### src/ehp_pkg.sv
// ----------------------------------------------------------------------------
// ehp_pkg
// Shared types and constants for the Ethernet/IPv4/L4 header parser.
// ----------------------------------------------------------------------------
`default_nettype none

package ehp_pkg;

  localparam int unsigned HTTP_SCAN_LIMIT_DEF = 4096;

  localparam int unsigned QUEUE_DEPTH = 4;
  localparam int unsigned QUEUE_AW    = 2;

  localparam logic [15:0] POS_SATURATED = 16'hFFFF;
  localparam logic [15:0] ETH_HDR_LEN   = 16'd14;
  localparam logic [15:0] MIN_IP_FRAME  = 16'd34;
  localparam logic [15:0] ETH_TYPE_IPV4 = 16'h0800;
  localparam logic [3:0]  IP_VERSION_4  = 4'd4;
  localparam logic [5:0]  MIN_HDR_LEN   = 6'd20;
  localparam logic [7:0]  PROTO_TCP     = 8'd6;
  localparam logic [7:0]  PROTO_UDP     = 8'd17;
  localparam logic [15:0] TCP_MIN_LEN   = 16'd20;
  localparam logic [15:0] UDP_MIN_LEN   = 16'd8;
  localparam logic [15:0] HTTP_MIN_LEN  = 16'd16;

  typedef enum logic [1:0] {
    L4_NONE  = 2'd0,
    L4_TCP   = 2'd1,
    L4_UDP   = 2'd2,
    L4_OTHER = 2'd3
  } l4_kind_t;

  typedef struct packed {
    logic [7:0]  frame_byte;
    logic        last_byte;
    logic [15:0] wire_len;
    logic [15:0] pos;
    logic        active;
    logic [15:0] cap_len;
  } q_entry_t;

  typedef struct packed {
    logic [15:0] ether_kind;
    logic [7:0]  version_hlen;
    logic [15:0] total_length;
    logic [7:0]  hop_limit;
    logic [7:0]  protocol_number;
    logic [31:0] source_address;
    logic [31:0] dest_address;
    logic [15:0] source_port;
    logic [15:0] dest_port;
    logic [7:0]  tcp_offset_byte;
    logic [2:0]  matched_method;
    logic        line_end_found;
    logic        line_ok;
  } parse_state_t;

  typedef struct packed {
    parse_state_t hdr;
    logic [15:0]  cap_len;
    logic [15:0]  wire_len;
  } snap_t;

endpackage

`default_nettype wire

### src/ehp_byte_if.sv
// ----------------------------------------------------------------------------
// ehp_byte_if
// Frame byte channel: one captured byte per item with last mark.
// ----------------------------------------------------------------------------
`default_nettype none

interface ehp_byte_if;
  logic        valid;
  logic        ready;
  logic [7:0]  frame_byte;
  logic        last_byte;
  logic [15:0] wire_len;

  modport source (output valid, frame_byte, last_byte, wire_len, input ready);
  modport sink   (input valid, frame_byte, last_byte, wire_len, output ready);
endinterface

`default_nettype wire

### src/ehp_rec_if.sv
// ----------------------------------------------------------------------------
// ehp_rec_if
// Parse record channel: one item per frame.
// ----------------------------------------------------------------------------
`default_nettype none

interface ehp_rec_if;
  logic        valid;
  logic        ready;
  logic        parsed;
  logic [1:0]  l4_kind;
  logic [15:0] ip_len;
  logic [7:0]  ip_ttl;
  logic [31:0] src_addr;
  logic [31:0] dst_addr;
  logic [15:0] l4_sport;
  logic [15:0] l4_dport;
  logic [2:0]  req_method;
  logic [15:0] cap_len;
  logic [15:0] frame_wire_len;

  modport source (
    output valid, parsed, l4_kind, ip_len, ip_ttl, src_addr, dst_addr,
           l4_sport, l4_dport, req_method, cap_len, frame_wire_len,
    input  ready
  );
  modport sink (
    input  valid, parsed, l4_kind, ip_len, ip_ttl, src_addr, dst_addr,
           l4_sport, l4_dport, req_method, cap_len, frame_wire_len,
    output ready
  );
endinterface

`default_nettype wire

### src/ehp_front.sv
// ----------------------------------------------------------------------------
// ehp_front
// Accepts frame bytes, tags each with its position, saturation state and
// running capture length, and pushes it into the queue.
// ----------------------------------------------------------------------------
`default_nettype none

module ehp_front (
  input  logic              clk,
  input  logic              rst,
  ehp_byte_if.sink          in_ch,
  output logic              push,
  output ehp_pkg::q_entry_t push_data,
  input  logic              full
);
  import ehp_pkg::*;

  logic [15:0] byte_count;
  logic [15:0] byte_count_next;
  logic        active;

  assign in_ch.ready = !full;
  assign push        = in_ch.valid && !full;
  assign active      = (byte_count != POS_SATURATED);

  always_comb begin
    push_data.frame_byte = in_ch.frame_byte;
    push_data.last_byte  = in_ch.last_byte;
    push_data.wire_len   = in_ch.wire_len;
    push_data.pos        = byte_count;
    push_data.active     = active;
    push_data.cap_len    = active ? byte_count + 16'd1 : byte_count;
  end

  always_comb begin
    byte_count_next = byte_count;
    if (push) begin
      if (in_ch.last_byte) begin
        byte_count_next = '0;
      end else if (active) begin
        byte_count_next = byte_count + 16'd1;
      end
    end
  end

  always_ff @(posedge clk) begin
    if (rst) begin
      byte_count <= '0;
    end else begin
      byte_count <= byte_count_next;
    end
  end

endmodule

`default_nettype wire

### src/ehp_fifo.sv
// ----------------------------------------------------------------------------
// ehp_fifo
// Short show-ahead queue between the front and back parts.
// ----------------------------------------------------------------------------
`default_nettype none

module ehp_fifo (
  input  logic              clk,
  input  logic              rst,
  input  logic              push,
  input  ehp_pkg::q_entry_t wr_data,
  output logic              full,
  input  logic              pop,
  output ehp_pkg::q_entry_t rd_data,
  output logic              not_empty
);
  import ehp_pkg::*;

  q_entry_t            mem [QUEUE_DEPTH];
  logic [QUEUE_AW-1:0] wr_ptr;
  logic [QUEUE_AW-1:0] rd_ptr;
  logic [QUEUE_AW:0]   count;

  assign full      = (count == (QUEUE_AW+1)'(QUEUE_DEPTH));
  assign not_empty = (count != '0);
  assign rd_data   = mem[rd_ptr];

  always_ff @(posedge clk) begin
    if (push) begin
      mem[wr_ptr] <= wr_data;
    end
  end

  always_ff @(posedge clk) begin
    if (rst) begin
      wr_ptr <= '0;
      rd_ptr <= '0;
      count  <= '0;
    end else begin
      if (push) begin
        wr_ptr <= wr_ptr + QUEUE_AW'(1);
      end
      if (pop) begin
        rd_ptr <= rd_ptr + QUEUE_AW'(1);
      end
      if (push && !pop) begin
        count <= count + (QUEUE_AW+1)'(1);
      end else if (pop && !push) begin
        count <= count - (QUEUE_AW+1)'(1);
      end
    end
  end

endmodule

`default_nettype wire

### src/ehp_back.sv
// ----------------------------------------------------------------------------
// ehp_back
// Consumes tagged bytes: captures header fields, L4 ports and data offset,
// and scans the TCP payload for an HTTP request line.
// ----------------------------------------------------------------------------
`default_nettype none

module ehp_back #(
  parameter int unsigned HTTP_SCAN_LIMIT = ehp_pkg::HTTP_SCAN_LIMIT_DEF
) (
  input  logic              clk,
  input  logic              rst,
  input  logic              q_valid,
  input  ehp_pkg::q_entry_t q_head,
  output logic              pop,
  output logic              snap_valid,
  output ehp_pkg::snap_t    snap_data,
  input  logic              snap_ready
);
  import ehp_pkg::*;

  localparam logic [15:0] SCAN_LIM = 16'(HTTP_SCAN_LIMIT);

  localparam logic [63:0] METHOD_TEXT [7] = '{
    "GET     ", "POST    ", "HEAD    ", "PUT     ",
    "DELETE  ", "OPTIONS ", "PATCH   "
  };
  localparam logic [3:0] METHOD_LEN [7] = '{
    4'd4, 4'd5, 4'd5, 4'd4, 4'd7, 4'd8, 4'd6
  };

  parse_state_t hs;
  parse_state_t hf;
  parse_state_t hn;
  parse_state_t hs_next;
  logic [6:0]   cand;
  logic [6:0]   cand_next;
  logic [1:0]   space_count;
  logic [1:0]   space_count_next;
  logic         prev_cr;
  logic         prev_cr_next;

  logic [15:0] pos;
  logic [7:0]  b;
  logic [5:0]  ihl6;
  logic [6:0]  l4s;
  logic        hdr_ok;
  logic        in_l4;
  logic [15:0] r;
  logic [5:0]  doff;
  logic [15:0] idx;
  logic [2:0]  idx3;
  logic        scan_en;
  logic [7:0]  ch;

  assign pos = q_head.pos;
  assign b   = q_head.frame_byte;

  assign pop        = q_valid && (!q_head.last_byte || snap_ready);
  assign snap_valid = q_valid && q_head.last_byte;
  assign snap_data  = '{hdr: hs_next, cap_len: q_head.cap_len, wire_len: q_head.wire_len};

  // fixed header positions
  always_comb begin
    hf = hs;
    if (q_head.active) begin
      if (pos == 16'd12 || pos == 16'd13) hf.ether_kind = {hs.ether_kind[7:0], b};
      if (pos == 16'd14) hf.version_hlen = b;
      if (pos == 16'd16 || pos == 16'd17) hf.total_length = {hs.total_length[7:0], b};
      if (pos == 16'd22) hf.hop_limit = b;
      if (pos == 16'd23) hf.protocol_number = b;
      if (pos >= 16'd26 && pos < 16'd30) hf.source_address = {hs.source_address[23:0], b};
      if (pos >= 16'd30 && pos < 16'd34) hf.dest_address = {hs.dest_address[23:0], b};
    end
  end

  assign ihl6   = {hf.version_hlen[3:0], 2'b00};
  assign l4s    = 7'd14 + {1'b0, ihl6};
  assign hdr_ok = q_head.active && (pos > ETH_HDR_LEN) && (ihl6 >= MIN_HDR_LEN);
  assign in_l4  = hdr_ok && (pos >= {9'd0, l4s});
  assign r      = pos - {9'd0, l4s};

  // L4 header positions
  always_comb begin
    hn = hf;
    if (in_l4) begin
      if (r < 16'd2) begin
        hn.source_port = {hf.source_port[7:0], b};
      end else if (r < 16'd4) begin
        hn.dest_port = {hf.dest_port[7:0], b};
      end else if (r == 16'd12) begin
        hn.tcp_offset_byte = b;
      end
    end
  end

  assign doff    = {hn.tcp_offset_byte[7:4], 2'b00};
  assign idx     = r - {10'd0, doff};
  assign idx3    = idx[2:0];
  assign scan_en = in_l4 && (doff >= MIN_HDR_LEN) && (hn.protocol_number == PROTO_TCP) &&
                   (r >= {10'd0, doff}) && (idx < SCAN_LIM);

  // payload scan
  always_comb begin
    hs_next          = hn;
    cand_next        = cand;
    space_count_next = space_count;
    prev_cr_next     = prev_cr;
    ch               = '0;
    if (scan_en) begin
      if (idx[15:3] == '0) begin
        for (int m = 0; m < 7; m++) begin
          ch = METHOD_TEXT[m][{3'd7 - idx3, 3'b000} +: 8];
          if ({1'b0, idx3} < METHOD_LEN[m]) begin
            if (b != ch) begin
              cand_next[m] = 1'b0;
            end else if ({1'b0, idx3} + 4'd1 == METHOD_LEN[m] && cand[m]) begin
              hs_next.matched_method = 3'(m + 1);
            end
          end
        end
      end
      if (!hn.line_end_found) begin
        if (b == 8'h0A && prev_cr) begin
          hs_next.line_end_found = 1'b1;
          hs_next.line_ok        = (space_count == 2'd2);
        end else if (b == 8'h20 && space_count < 2'd2) begin
          space_count_next = space_count + 2'd1;
        end
        prev_cr_next = (b == 8'h0D);
      end
    end
  end

  always_ff @(posedge clk) begin
    if (rst) begin
      hs          <= '0;
      cand        <= '1;
      space_count <= '0;
      prev_cr     <= 1'b0;
    end else if (pop) begin
      if (q_head.last_byte) begin
        hs          <= '0;
        cand        <= '1;
        space_count <= '0;
        prev_cr     <= 1'b0;
      end else begin
        hs          <= hs_next;
        cand        <= cand_next;
        space_count <= space_count_next;
        prev_cr     <= prev_cr_next;
      end
    end
  end

endmodule

`default_nettype wire

### src/ehp_record.sv
// ----------------------------------------------------------------------------
// ehp_record
// Holds the end-of-frame snapshot and forms the validated parse record.
// ----------------------------------------------------------------------------
`default_nettype none

module ehp_record (
  input  logic           clk,
  input  logic           rst,
  input  logic           snap_valid,
  input  ehp_pkg::snap_t snap_data,
  output logic           snap_ready,
  ehp_rec_if.source      out_ch
);
  import ehp_pkg::*;

  logic        rec_valid;
  snap_t       sr;
  logic [15:0] cl;
  logic [5:0]  ihl6;
  logic [6:0]  l4s;
  logic [5:0]  doff;
  logic [15:0] l4_bytes;
  logic        reject;
  l4_kind_t    kind;

  assign snap_ready   = !rec_valid || out_ch.ready;
  assign out_ch.valid = rec_valid;

  always_ff @(posedge clk) begin
    if (rst) begin
      rec_valid <= 1'b0;
    end else if (snap_ready) begin
      rec_valid <= snap_valid;
    end
  end

  always_ff @(posedge clk) begin
    if (snap_valid && snap_ready) begin
      sr <= snap_data;
    end
  end

  assign cl       = sr.cap_len;
  assign ihl6     = {sr.hdr.version_hlen[3:0], 2'b00};
  assign l4s      = 7'd14 + {1'b0, ihl6};
  assign doff     = {sr.hdr.tcp_offset_byte[7:4], 2'b00};
  assign l4_bytes = cl - {9'd0, l4s};
  assign reject   = (cl < MIN_IP_FRAME) || (sr.hdr.ether_kind != ETH_TYPE_IPV4) ||
                    (sr.hdr.version_hlen[7:4] != IP_VERSION_4) ||
                    (ihl6 < MIN_HDR_LEN) || (cl < {9'd0, l4s});

  always_comb begin
    out_ch.parsed         = 1'b0;
    out_ch.l4_kind        = L4_NONE;
    out_ch.ip_len         = '0;
    out_ch.ip_ttl         = '0;
    out_ch.src_addr       = '0;
    out_ch.dst_addr       = '0;
    out_ch.l4_sport       = '0;
    out_ch.l4_dport       = '0;
    out_ch.req_method     = '0;
    out_ch.cap_len        = '0;
    out_ch.frame_wire_len = '0;
    kind                  = L4_NONE;
    if (!reject) begin
      out_ch.parsed         = 1'b1;
      out_ch.ip_len         = sr.hdr.total_length;
      out_ch.ip_ttl         = sr.hdr.hop_limit;
      out_ch.src_addr       = sr.hdr.source_address;
      out_ch.dst_addr       = sr.hdr.dest_address;
      out_ch.cap_len        = cl;
      out_ch.frame_wire_len = sr.wire_len;
      if (sr.hdr.protocol_number == PROTO_TCP) begin
        if (l4_bytes >= TCP_MIN_LEN) begin
          kind = L4_TCP;
          if (doff >= MIN_HDR_LEN && l4_bytes >= {10'd0, doff} + HTTP_MIN_LEN &&
              sr.hdr.matched_method != '0 && sr.hdr.line_end_found && sr.hdr.line_ok) begin
            out_ch.req_method = sr.hdr.matched_method;
          end
        end
      end else if (sr.hdr.protocol_number == PROTO_UDP) begin
        if (l4_bytes >= UDP_MIN_LEN) begin
          kind = L4_UDP;
        end
      end else begin
        kind = L4_OTHER;
      end
      if (kind == L4_TCP || kind == L4_UDP) begin
        out_ch.l4_sport = sr.hdr.source_port;
        out_ch.l4_dport = sr.hdr.dest_port;
      end
      out_ch.l4_kind = kind;
    end
  end

endmodule

`default_nettype wire

### src/eth_ipv4_l4_header_parser.sv
// Throughput: one frame byte per cycle unless the queue is full or a
//   record waits, set by the single-byte update path in the back part.
// Record path: the last byte is queued, then the record is registered
//   from the queue head once the record output is free.
// Reset: synchronous; clears the byte counter, queue, parse state and the
//   record valid flag. No clearing pass.
// ----------------------------------------------------------------------------
// eth_ipv4_l4_header_parser
// Ethernet/IPv4/TCP-UDP header parser with HTTP request method detection.
// ----------------------------------------------------------------------------
`default_nettype none

module eth_ipv4_l4_header_parser #(
  parameter int unsigned HTTP_SCAN_LIMIT = ehp_pkg::HTTP_SCAN_LIMIT_DEF
) (
  input  logic      clk,
  input  logic      rst,
  ehp_byte_if.sink  in_ch,
  ehp_rec_if.source out_ch
);
  import ehp_pkg::*;

  logic     push;
  q_entry_t push_data;
  logic     full;
  logic     pop;
  q_entry_t q_head;
  logic     q_valid;
  logic     snap_valid;
  snap_t    snap_data;
  logic     snap_ready;

  ehp_front u_front (
    .clk       (clk),
    .rst       (rst),
    .in_ch     (in_ch),
    .push      (push),
    .push_data (push_data),
    .full      (full)
  );

  ehp_fifo u_fifo (
    .clk       (clk),
    .rst       (rst),
    .push      (push),
    .wr_data   (push_data),
    .full      (full),
    .pop       (pop),
    .rd_data   (q_head),
    .not_empty (q_valid)
  );

  ehp_back #(
    .HTTP_SCAN_LIMIT (HTTP_SCAN_LIMIT)
  ) u_back (
    .clk        (clk),
    .rst        (rst),
    .q_valid    (q_valid),
    .q_head     (q_head),
    .pop        (pop),
    .snap_valid (snap_valid),
    .snap_data  (snap_data),
    .snap_ready (snap_ready)
  );

  ehp_record u_record (
    .clk        (clk),
    .rst        (rst),
    .snap_valid (snap_valid),
    .snap_data  (snap_data),
    .snap_ready (snap_ready),
    .out_ch     (out_ch)
  );

endmodule

`default_nettype wire

### src/flat_wrapper.sv
// flat-port wrapper written by rule: the top's interface ports become plain ports
module eth_ipv4_l4_header_parser_flat import ehp_pkg::*;
#(
  parameter int unsigned HTTP_SCAN_LIMIT = ehp_pkg::HTTP_SCAN_LIMIT_DEF
)
  (clk, rst, in_ch_valid, in_ch_frame_byte, in_ch_last_byte, in_ch_wire_len, in_ch_ready, out_ch_valid, out_ch_parsed, out_ch_l4_kind, out_ch_ip_len, out_ch_ip_ttl, out_ch_src_addr, out_ch_dst_addr, out_ch_l4_sport, out_ch_l4_dport, out_ch_req_method, out_ch_cap_len, out_ch_frame_wire_len, out_ch_ready);
  ehp_byte_if in_ch_i ();
  ehp_rec_if out_ch_i ();
  input  logic clk;
  input  logic rst;
  input wire logic [$bits(in_ch_i.valid)-1:0] in_ch_valid;
  input wire logic [$bits(in_ch_i.frame_byte)-1:0] in_ch_frame_byte;
  input wire logic [$bits(in_ch_i.last_byte)-1:0] in_ch_last_byte;
  input wire logic [$bits(in_ch_i.wire_len)-1:0] in_ch_wire_len;
  output wire logic [$bits(in_ch_i.ready)-1:0] in_ch_ready;
  output wire logic [$bits(out_ch_i.valid)-1:0] out_ch_valid;
  output wire logic [$bits(out_ch_i.parsed)-1:0] out_ch_parsed;
  output wire logic [$bits(out_ch_i.l4_kind)-1:0] out_ch_l4_kind;
  output wire logic [$bits(out_ch_i.ip_len)-1:0] out_ch_ip_len;
  output wire logic [$bits(out_ch_i.ip_ttl)-1:0] out_ch_ip_ttl;
  output wire logic [$bits(out_ch_i.src_addr)-1:0] out_ch_src_addr;
  output wire logic [$bits(out_ch_i.dst_addr)-1:0] out_ch_dst_addr;
  output wire logic [$bits(out_ch_i.l4_sport)-1:0] out_ch_l4_sport;
  output wire logic [$bits(out_ch_i.l4_dport)-1:0] out_ch_l4_dport;
  output wire logic [$bits(out_ch_i.req_method)-1:0] out_ch_req_method;
  output wire logic [$bits(out_ch_i.cap_len)-1:0] out_ch_cap_len;
  output wire logic [$bits(out_ch_i.frame_wire_len)-1:0] out_ch_frame_wire_len;
  input wire logic [$bits(out_ch_i.ready)-1:0] out_ch_ready;
  assign in_ch_i.valid = in_ch_valid;
  assign in_ch_i.frame_byte = in_ch_frame_byte;
  assign in_ch_i.last_byte = in_ch_last_byte;
  assign in_ch_i.wire_len = in_ch_wire_len;
  assign in_ch_ready = in_ch_i.ready;
  assign out_ch_valid = out_ch_i.valid;
  assign out_ch_parsed = out_ch_i.parsed;
  assign out_ch_l4_kind = out_ch_i.l4_kind;
  assign out_ch_ip_len = out_ch_i.ip_len;
  assign out_ch_ip_ttl = out_ch_i.ip_ttl;
  assign out_ch_src_addr = out_ch_i.src_addr;
  assign out_ch_dst_addr = out_ch_i.dst_addr;
  assign out_ch_l4_sport = out_ch_i.l4_sport;
  assign out_ch_l4_dport = out_ch_i.l4_dport;
  assign out_ch_req_method = out_ch_i.req_method;
  assign out_ch_cap_len = out_ch_i.cap_len;
  assign out_ch_frame_wire_len = out_ch_i.frame_wire_len;
  assign out_ch_i.ready = out_ch_ready;
  eth_ipv4_l4_header_parser #(.HTTP_SCAN_LIMIT(HTTP_SCAN_LIMIT)) u_core (.clk(clk), .rst(rst), .in_ch(in_ch_i), .out_ch(out_ch_i));
endmodule
### config.mk
export PLATFORM = sky130hd
export DESIGN_NAME = eth_ipv4_l4_header_parser_flat
export DESIGN_NICKNAME = d
export VERILOG_FILES = /design/src/ehp_pkg.sv /design/src/ehp_byte_if.sv /design/src/ehp_rec_if.sv /design/src/ehp_front.sv /design/src/ehp_fifo.sv /design/src/ehp_back.sv /design/src/ehp_record.sv /design/src/eth_ipv4_l4_header_parser.sv /design/src/flat_wrapper.sv
export SDC_FILE = /design/constraint.sdc
export NUM_CORES = 1
export LEC_CHECK = 0
export BUFFER_PORTS_ARGS = -buffer_cell sky130_fd_sc_hd__buf_2
export CAP_MARGIN = 20
export CELL_PAD_IN_SITES_DETAIL_PLACEMENT = 1
export CELL_PAD_IN_SITES_GLOBAL_PLACEMENT = 2
export CORE_UTILIZATION = 40
export CTS_BUF_LIST = sky130_fd_sc_hd__clkbuf_2
export CTS_CLUSTER_SIZE = 40
export DETAILED_ROUTE_END_ITERATION = 10
export PLACE_DENSITY = 0.74
export SLEW_MARGIN = 20
export SYNTH_ARGS = -nofsm -noshare
export SYNTH_HDL_FRONTEND = slang
export SYNTH_SLANG_ARGS = --single-unit
### constraint.sdc
create_clock -name clk -period 14.2 [get_ports clk]
set_input_delay 0 -clock clk [delete_from_list [all_inputs] [get_ports clk]]
set_output_delay 0 -clock clk [all_outputs]
set_load 0.05 [all_outputs]
==> summary.md, run 1 <==
| Metric | Value |
|---|---|
| CTS root buffer | `clkbuf_2` |
| Setup TNS | `0 ns` |
| Worst EP arrival | `11.05 ns` |
| PortBufs | `188` |
| DRT antenna net count | `0` |
| Post-CTS Setup Repair Bufs | `0` |
| Layout cells sized above 1 | `roughly 28%` |
| Final period util | `70.7%` |
| Slew @ Worst Pin | `1.01 ns` |
| Yosys cell types | `84` |
| Hold Crit Class | `in2reg` |
| Final Hold Vio Count | `0` |
| Sequential fraction of the synthesis area | `between 60% and 70%` |
| CTS Buffer Depth | `3` |
| Synth async-reset ratio | `0%` |
| Setup crit start kind | `register` |
| Clk slew on worst S/H paths | `around 0.09 ns` |
| Post-synth EDFFs | `425` |
| Cells after synthesis | `2190` |
| Status | `complete, no violations` |
| Worst slew margin | `about 33%` |
| Die X | `264 um` |
| RD Place Congestion | `0.849` |
| DP HPWL | `46600 um` |
| Req. time, crit path | `15.21 ns` |
| Number of antenna violations at the first check in global routing | `5` |
| First-pass GRT wire length | `119000 um` |
| Synthesis-to-layout area growth | `15.4%` |
| Die area | `70000 sq um` |
| Global-route usage over all layers | `roughly 22%` |
| Fill count | `between 7000 and 8000` |
| Peak VDD IR | `between 0.1 and 0.15 mV` |
| Place WS | `4.14 ns` |
| Post-Syn Area | `27600 sq um` |
| Wirelength per Cell | `21.8 um` |
| Vias in the first global route | `20400` |
| Drt total wl | `77000 um` |
| Clock Latency Late Sink | `1.36 ns` |
| Core region area | `about 68000 sq um` |
| Gr ovfl total | `0` |
| Syn_nets | `between 2000 and 2500` |
| Avg Cell Area, Syn | `12.6 sq um` |
| Post-route setup slack | `4.16 ns` |
| Hold_buf cts | `84` |
| Final min period | `10.04 ns` |
| Skew final | `0.123 ns` |
| Area share of the largest cell type after synthesis | `46.3%` |
| Unrepaired setup endpoints after global routing | `false` |
| Post-CTS sizing | `0` |
| Final Max Slew Viols | `0` |
| Post-route DRC violation count | `0` |
| Final Setup Violations | `0` |
| Die height | `264 um` |
| Iter 0 DRT Violations | `1049` |
| Area leader, netlist | `edfxtp_1` |
| Dominant cells by area after synthesis | `edfxtp_1, dfxtp_1, mux2_2` |
| Leakage power total | `between 10 and 15 nW` |
| Clk sink count | `622` |
| Initial Util | `40.8%` |
| CTS tree | `done` |
| Num ports | `189` |
| Power density over cell area | `178 nW/um^2` |
| FF+latch count, synth | `~620` |
| Layout net count | `2583` |
| Largest net degree at the start of global routing | `109` |
| H-tree Lvls | `4` |
| Number of core rows | `95` |
| Critical Path End Type | `register` |
| Ys flop type | `edfxtp_1` |
| Worst-path fanout max | `35` |
| Synth Warn # | `0` |
| Via Count | `19300` |
| Max-Cap Viols | `0` |
| Number of buffers created by CTS | `164` |
| Achievable clock frequency | `99.6 MHz` |
| Kind of critical path | `reg2reg` |
| Vias/cell | `5.46` |
| Drt pass-1 iters | `5` |
## metrics by stage
stage               util (%)  hold slack (ns)  instance area [sq um]  cells  power, mW
finish                  47.0            0.255                  31800   3528       5.67
global route            47.0            0.184                  31800   3527       6.02
CTS                     47.0           0.0870                  31800   3526       5.74
detailed placement      43.3            0.218                  29300   3134       4.37
global placement        43.3            0.208                  29300   3133       4.32
floorplan                  -           0.0989                  27600   2190       3.73
## power breakdown
part / internal [mW] / leakage (nW) / switching, mW
Clock: 0.559 / 1.24 / 0.782
Sequential: 2.28 / 5.72 / 0.134
Combinational: 0.564 / 5.15 / 1.35
## logic make-up (layout without fill, tap and decap cells)
kind of cell    after synthesis  in the layout  share of synthesized area (%)
compound gates              394            394                           9.60
xor+xnor                     47             47                           1.52
fa+ha+maj                    43             43                           2.03
buf+inv                     191            654                           2.72
flops                       622            622                           60.6
mux                         203            203                           10.6
other cells                   0              2                              0
simple gates                690            690                           12.9
## worst paths after layout
check,from,end,slack [ns],depth (start not counted)
setup reg to reg,register,u_core.u_record.sr[32],4.16,27
setup / recovery,register,u_core.u_record.sr[32],4.16,27
hold reg to reg,u_core.u_back.cand[4],u_core.u_back.cand[4],0.46,1
hold / removal,rst,u_core.u_back.prev_cr,0.26,6
## critical path, cell delays in order (launching register included)
cell and delay (ns):
dfxtp_4 0.72, buf_4 0.71, mux4_2 0.66, nor4_2 0.22
nand3_2 0.18, nor2_1 0.76, mux2i_1 0.44, xnor2_1 0.15
ha_1 0.39, a21o_1 0.28, a21oi_1 0.20, nor2b_1 0.10
or4_1 0.41, o21ai_0 0.24, o211ai_1 0.20, nor4_4 0.46
nand4_4 0.25, nand2_1 0.13, o21ai_0 0.15, ha_1 0.96
inv_1 0.40, nor2_1 0.19, o21ai_0 0.09, a31oi_1 0.23
o221ai_1 0.30, or2_1 0.39, nor3_1 0.21, mux2_2 0.35
## area by class of cell
type | count | area [sq um] | share of cell area (%)
Tap cell | 873 | 1090 | 3.43
Clock inverter | 41 | 293 | 0.920
Inverter | 46 | 181 | 0.570
Antenna cell | 2 | 5.00 | 0.0157
Timing Repair Buffer | 300 | 2040 | 6.40
Sequential cell | 622 | 16700 | 52.5
Multi-Input combinational cell | 1377 | 10200 | 31.9
Clock buffer | 267 | 1340 | 4.20
## cell usage after synthesis (5+ instances only)
master    instances
a211oi_1          5
a21o_1           16
a21oi_1          83
a22oi_1         121
a31oi_1          15
and2_1          158
and3_1           17
buf_1            14
clkbuf_1        122
dfxtp_1         197
edfxtp_1        425
ha_1             40
inv_1            44
mux2_2          131
mux2i_1          14
mux4_2           57
nand2_1         127
nand2b_1         11
nand3_1          42
nand4_1          10
nand4b_1          6
nor2_1          201
nor2b_1          10
nor3_1           21
nor3b_1           6
nor4_1           18
o211ai_1         37
o21a_1            5
o21ai_0          61
o21bai_1          6
o22ai_1           5
or2_2            12
or3_1            15
or4_1            10
xnor2_1          23
xor2_1           23
## routing by layer
metal | wire length (um) | track usage [%] | vias to the layer above | part of all wire [%]
met4 | 1840 | 7.97 | 0 | 2.4
met5 | 0 | 0 | - | 0
li1 | - | - | 8904 | -
met2 | 38000 | 37.3 | 451 | 49
met3 | 3030 | 4.30 | 111 | 3.9
met1 | 34100 | 28.0 | 9789 | 44
## layout by cell type (no fill, tap or decap), drive strengths merged, types with 14 or more instances in the layout
cell type and instances:
edfxtp 425, clkbuf 267, buf 217, nor2 201, dfxtp 197, and2 159
mux2 132, nand2 127, a22oi 121, a21oi 84, dlygate4sd3 83, o21ai 62
mux4 57, inv 51, nand3 43, ha 40, o211ai 38, clkinv 30
xor2 24, xnor2 23, nor3 22, nor4 22, and3 17, a21o 16
or3 16, a31oi 15, mux2i 14, or2 14
## state kept, by name, indices dropped and copies added (netlist names), 2 cells and up, named ones only
signal	flops
u_core.u_fifo.mem	232
u_core.u_record.sr	169
u_core.u_back.hs	120
u_core.u_back.hf	41
u_core.u_front.byte_count	16
u_core.u_record.cl	16
u_core.u_back.cand	7
u_core.u_record.doff	4
u_core.u_record.ihl6	4
u_core.u_fifo.count	3
u_core.u_back.space_count	2
u_core.u_fifo.rd_ptr	2
u_core.u_fifo.wr_ptr	2
No activity file was read; power rests on OpenSTA's default activity.
==> run 2, diff against run 1 <==
- CORE_UTILIZATION: 40 -> 39
- PLACE_DENSITY: 0.74 -> 0.75
- clock period: 14.2 -> 8.8 ns (I/O delays scaled with it)
==> run 2 against run 1 <==
Against the previous run:
- via count decreased by 0.39%
- hold slack got worse by 0.023 ns
- power is 61% higher
- fmax increased by 22%
- sequential power increased by 60%
- combinational power increased by 66%
- largest cell class unchanged
- first-iteration DRC count up 2.3%
- register-to-register slack got worse by 3.6 ns
- core utilization decreased by 1.4 points
- sequential cell count unchanged
==> summary.md, run 2 (synthesis gave the netlist of run 1 again) <==
| Metric | Value |
|---|---|
| Status | `complete, no violations` |
| Final Hold Vio Count | `0 (unchanged)` |
| H-tree Lvls | `4 (unchanged)` |
| Final Max Slew Viols | `0 (unchanged)` |
| Synthesis-to-layout area growth | `16.1%` |
| Slew @ Worst Pin | `1.04 ns (+0.0356 ns)` |
| Setup TNS | `0 ns (unchanged)` |
| Global-route usage over all layers | `21.2% (-0.84 points)` |
| Layout net count | `2598 (+0.58%)` |
| Drt total wl | `75800 um (-1.5%)` |
| Number of antenna violations at the first check in global routing | `1 (-4)` |
| Post-CTS Setup Repair Bufs | `0 (unchanged)` |
| Drt pass-1 iters | `5 (unchanged)` |
| PortBufs | `188 (unchanged)` |
| DRT antenna net count | `0 (unchanged)` |
| Final min period | `8.25 ns (-1.79 ns)` |
| DP HPWL | `47800 um (+2.6%)` |
| Skew final | `0.118 ns (-0.00487 ns)` |
| Vias/cell | `5.32 (-2.5%)` |
| CTS root buffer | `clkbuf_2` |
| Commonest non-fill, non-tap cell in the layout | `edfxtp_1` |
| Slowest stage cell, crit path | `mux4_2` |
| Peak VDD IR | `0.180 mV (+46%)` |
| Via Count | `19200 (-0.39%)` |
| Req. time, crit path | `9.85 ns (-5.36 ns)` |
| Vias in the first global route | `20200 (-1.0%)` |
| Worst EP arrival | `9.29 ns (-1.76 ns)` |
| Worst slew margin | `30.4% (-2.4 points)` |
| Max reg flops | `232 (unchanged)` |
| Hold Crit Class | `in2reg` |
| Iter 0 DRT Violations | `1073 (+2.3%)` |
| Largest register by flop count | `u_core.u_fifo.mem` |
| Max-Cap Viols | `0 (unchanged)` |
| Largest net degree at the start of global routing | `89 (-18%)` |
| Number of core rows | `97 (+2.1%)` |
| Most used cell, CP | `nand2_1` |
| Worst-path fanout max | `16 (-54%)` |
| Die X | `268 um (+1.3%)` |
| Critical Path End Type | `register` |
| Clock Latency Late Sink | `1.34 ns (-0.02 ns)` |
| Final Setup Violations | `0 (unchanged)` |
| Wirelength per Cell | `21.0 um (-3.6%)` |
| Reg2Reg Setup Slack | `0.55 ns (-3.61 ns)` |
| Clk slew on worst S/H paths | `0.12 ns (+0.03 ns)` |
| Clk sink count | `622 (unchanged)` |
| Core region area | `70000 sq um (+3.5%)` |
| Final core occ | `45.7% (-1.4 points)` |
| Die area | `71700 sq um (+2.5%)` |
| Num ports | `189 (unchanged)` |
| Die height | `268 um (+1.3%)` |
| Post-route DRC violation count | `0 (unchanged)` |
| Place WS | `0.512 ns (-3.63 ns)` |
| Max incr delay on CP | `0.66 ns (-0.30 ns)` |
| Power density over cell area | `285 nW/um^2 (+60%)` |
| Largest registers | `u_core.u_fifo.mem (232), u_core.u_record.sr (169), u_core.u_back.hs (120)` |
| First-pass GRT wire length | `117000 um (-2.1%)` |
| Setup crit start kind | `register` |
| Unrepaired setup endpoints after global routing | `false` |
| CTS tree | `done` |
| Gr ovfl total | `0 (unchanged)` |
| Kind of critical path | `reg2reg` |
| Layout cells sized above 1 | `27.6% (about the same)` |
| CTS Buffer Depth | `3 (unchanged)` |
| RD Place Congestion | `0.870 (+2.4%)` |
| Final period util | `93.7% (+23 points)` |
| Hold slack | `0.233 ns (-0.0226 ns)` |
| Initial Util | `39.4% (-1.4 points)` |
| Achievable clock frequency | `121 MHz (+22%)` |
| Most frequent cells in the layout | `edfxtp_1, clkbuf_2, nor2_1, dfxtp_1, buf_2` |
| Leakage power total | `12.2 nW (+0.31%)` |
| Number of buffers created by CTS | `162 (-1.2%)` |
| Post-route setup slack | `0.554 ns (-3.61 ns)` |
## run 2: changes by cell type in the layout (fill, tap and decap cells not counted), sizes merged
cell	previous run	this run
buf	217	235
clkbuf	267	249
clkinv	30	39
dlygate4sd3	83	82
inv	51	52
## run 2: final cells by class
class	count	area, sq um
fillers	7424	38000
flip-flops and latches	622	16700
inverters	46	181
clock buffers	249	1250
repair buffers	317	2150
diodes	2	5.00
clock inverters	51	340
well taps	940	1180
multi-input cells	1377	10200
## run 2: through the flow
| stage | instance area [sq um] | total power, mW | cells |
|---|---|---|---|
| floorplan | 27600 | 6.02 | 2190 |
| global placement | 29500 | 7.01 | 3219 |
| detailed placement | 29500 | 7.09 | 3219 |
| CTS | 32000 | 9.24 | 3602 |
| global route | 32000 | 9.68 | 3604 |
| finish | 32000 | 9.13 | 3604 |
## run 2: metal layers
| layer | vias to the layer above | GRT usage [%] | routed length [um] |
|---|---|---|---|
| li1 | 8952 | - | - |
| met1 | 9733 | 26.9 | 33100 |
| met2 | 390 | 36.2 | 38400 |
| met3 | 105 | 3.97 | 2780 |
| met4 | 0 | 7.61 | 1620 |
| met5 | - | 0 | 0 |
## run 2: worst max-delay path, delay by kind of cell (launching register included)
family,cells,cell delay [ns]
flip-flops,1,0.54
multiplexers,4,1.53
buffers and inverters,1,0.22
adder cells (fa/ha/maj),3,1.18
AND/OR/NAND/NOR,17,3.81
XOR/XNOR,1,0.14
AO/OA/AOI/OAI,4,0.60
## run 2: power by group
group | switching [mW] | internal, mW
registers | 0.180 | 3.69
logic | 2.21 | 0.952
clock network | 1.23 | 0.861
total | 3.63 | 5.50
## run 2: timing repair
action                                 in CTS  in global routing
resized for setup                           0                  3
endpoints found under the hold margin     529                  0
hold buffers                               83                  0
setup endpoints to repair                   0                 11
## run 2: path summary, 6_finish.rpt
| kind | start | endpoint | depth (start not counted) |
|---|---|---|---|
| setup reg to reg | register | u_core.u_record.sr[32] | 30 |
| hold reg to reg | u_core.u_back.hf[30] | u_core.u_back.hf[38] | 2 |
| hold / removal | in_ch_last_byte | u_core.u_fifo.mem[1][49] | 3 |
| setup / recovery | register | u_core.u_record.sr[32] | 30 |
==> run 3, diff against run 2 <==
- CORE_UTILIZATION: 39 -> 38
- CTS_BUF_LIST: sky130_fd_sc_hd__clkbuf_2 -> default
- PLACE_DENSITY: 0.75 -> 0.74
==> run 3 against run 2 <==
Against the previous run:
- combinational power barely moved
- final cell count shrank 6.1%
- clock skew down 0.082 ns
- critical endpoint is now u_core.u_back.hf[3]
- largest cell class unchanged
==> summary.md, run 3 (synthesis gave the netlist of run 1 again) <==
| Metric | Value |
|---|---|
| Die X | `271 um (+1.3%)` |
| Place WS | `0.303 ns (-0.209 ns)` |
| Die height | `271 um (+1.3%)` |
| Worst-path fanout max | `17 (+1)` |
| Final min period | `8.23 ns (-0.0202 ns)` |
| Gr ovfl total | `0 (unchanged)` |
| Number of buffers created by CTS | `70 (-57%)` |
| Iter 0 DRT Violations | `1001 (-6.7%)` |
| Setup TNS | `0 ns (unchanged)` |
| Fill count | `7474 (+0.67%)` |
| Max incr delay on CP | `0.64 ns (-0.02 ns)` |
| Slew @ Worst Pin | `1.07 ns (+0.0294 ns)` |
| Clock Latency Late Sink | `0.62 ns (-0.72 ns)` |
| Layout cells sized above 1 | `23.0% (-4.6 points)` |
| Req. time, crit path | `9.28 ns (-0.57 ns)` |
| Skew final | `0.0361 ns (-0.0816 ns)` |
| Worst EP arrival | `8.71 ns (-0.58 ns)` |
| Core region area | `71600 sq um (+2.3%)` |
| Commonest non-fill, non-tap cell in the layout | `edfxtp_1` |
| Slowest stage cell, crit path | `mux4_2` |
| Wirelength per Cell | `21.8 um (+3.7%)` |
| First-pass GRT wire length | `114000 um (-2.0%)` |
| Die area | `73600 sq um (+2.6%)` |
| Post-route setup slack | `0.574 ns (+0.0202 ns)` |
| Final Setup Violations | `0 (unchanged)` |
| Clk sink count | `622 (unchanged)` |
| Global-route usage over all layers | `19.9% (-1.3 points)` |
| Leakage power total | `11.8 nW (-3.2%)` |
| Max-Cap Viols | `0 (unchanged)` |
| Largest net degree at the start of global routing | `102 (+15%)` |
| CP endpoint | `u_core.u_back.hf[3]` |
| Seq. cell area | `16700 sq um (unchanged)` |
| Worst R2R Path Depth | `29 (-3.3%)` |
| Worst slew margin | `28.4% (-2.0 points)` |
| Vias in the first global route | `19400 (-3.9%)` |
| Final Max Slew Viols | `0 (unchanged)` |
| Largest registers | `u_core.u_fifo.mem (232), u_core.u_record.sr (169), u_core.u_back.hs (120)` |
| Largest register by flop count | `u_core.u_fifo.mem` |
| CTS Buffer Depth | `3 (unchanged)` |
| Unrepaired setup endpoints after global routing | `false` |
| DRT antenna net count | `0 (unchanged)` |
| Peak VDD IR | `0.228 mV (+26%)` |
| RD Place Congestion | `0.871 (about the same)` |
| Post-route DRC violation count | `0 (unchanged)` |
| ANT cells | `0 (-2)` |
| Final period util | `93.5% (-0.23 points)` |
| CTS root buffer | `clkbuf_16` |
| Power density over cell area | `305 nW/um^2 (+7.0%)` |
| PortBufs | `188 (unchanged)` |
| Kind of critical path | `reg2reg` |
| Critical Path End Type | `register` |
| Most frequent cells in the layout | `edfxtp_1, nor2_1, dfxtp_1, buf_2, and2_1` |
| Achievable clock frequency | `122 MHz (+0.25%)` |
| Hold Crit Class | `in2reg` |
| Drt total wl | `73800 um (-2.6%)` |
| Critical R2R Capture | `u_core.u_back.hf[3]` |
| Vias/cell | `5.43 (+2.0%)` |
| Initial Util | `38.5% (-0.87 points)` |
| Synthesis-to-layout area growth | `16.1% (about the same)` |
| H-tree Lvls | `3 (-1)` |
| DP HPWL | `47100 um (-1.3%)` |
| Reg2Reg Setup Slack | `0.57 ns (+0.02 ns)` |
| Final Hold Vio Count | `0 (unchanged)` |
| Via Count | `18400 (-4.2%)` |
| Number of antenna violations at the first check in global routing | `1 (unchanged)` |
| Layout net count | `2451 (-5.7%)` |
| Status | `complete, no violations` |
| CTS tree | `done` |
| Drt pass-1 iters | `5 (unchanged)` |
| Multi-input gate area | `10200 sq um (about the same)` |
| Clk slew on worst S/H paths | `0.07 ns (-0.05 ns)` |
| Num ports | `189 (unchanged)` |
| Max reg flops | `232 (unchanged)` |
| Setup crit start kind | `register` |
| Pwr Total | `9.77 mW (+7.0%)` |
| Number of core rows | `98 (+1.0%)` |
## run 3: cell count changes in the layout (fill, tap and decap cells not counted), moves of 4 or more
cell and change:
dlygate4sd3_1 -55, clkbuf_16 +71, clkbuf_8 +4, clkbuf_1 +26, clkinv_2 +6, clkinv_1 -24, clkbuf_2 -249
## run 3: what timing repair did
action,CTS,global route
buffers inserted,0,2
gates resized for setup,0,3
hold endpoints to repair,176,0
setup endpoints to repair,0,17
hold buffers,27,0
## run 3: worst max-delay path: cells and delay by family, from the launching register on
family	cells	cell delay [ns]
compound gates	7	1.75
simple gates	14	3.44
mux	1	0.64
flops	1	0.55
xor+xnor	2	0.27
buf+inv	2	0.31
fa+ha+maj	3	1.11
## run 3: worst min path at each step
| stage | start | end | slack [ns] | cells past startpoint |
|---|---|---|---|---|
| global route | in_ch_wire_len[10] | u_core.u_fifo.mem[2][43] | 0.14 | 2 |
| detailed placement | in_ch_wire_len[8] | u_core.u_fifo.mem[3][41] | 0.22 | 1 |
| CTS | in_ch_wire_len[8] | u_core.u_fifo.mem[3][41] | 0.09 | 2 |
| finish | in_ch_wire_len[2] | u_core.u_fifo.mem[3][35] | 0.14 | 2 |
| floorplan | in_ch_wire_len[0] | u_core.u_fifo.mem[0][33] | 0.1 | 0 |
| global placement | in_ch_wire_len[8] | u_core.u_fifo.mem[1][41] | 0.21 | 1 |
## run 3: layout make-up
cell class / count / share of cell area, %
sequential: 622 / 52.2
clock buffer: 101 / 6.03
inverter: 46 / 0.567
tap: 950 / 3.71
multi-input combinational: 1377 / 31.8
timing repair buffer: 262 / 4.97
clock inverter: 26 / 0.739
## run 3: through the flow
| stage | cells | hold slack (ns) | util (%) | area [sq um] |
|---|---|---|---|---|
| global placement | 3227 | 0.209 | 41.2 | 29500 |
| detailed placement | 3228 | 0.216 | 41.2 | 29500 |
| finish | 3384 | 0.136 | 44.7 | 32000 |
| global route | 3384 | 0.139 | 44.7 | 32000 |
| CTS | 3382 | 0.0928 | 44.6 | 32000 |
| floorplan | 2190 | 0.0989 | - | 27600 |
## run 3: where the power goes
group          switching (mW)  internal [mW]
Combinational            2.20          0.938
Sequential              0.182           3.70
Clock                    1.19           1.57
Total                    3.57           6.20
## run 3: per-layer routing
metal	GRT usage (%)	vias up	share of wire, %	wire [um]
met5	0	-	0.014	10
met4	6.90	2	2.8	2060
met3	2.77	106	3.7	2700
met2	34.0	349	49	36300
met1	25.8	9376	44	32800
li1	-	8538	-	-
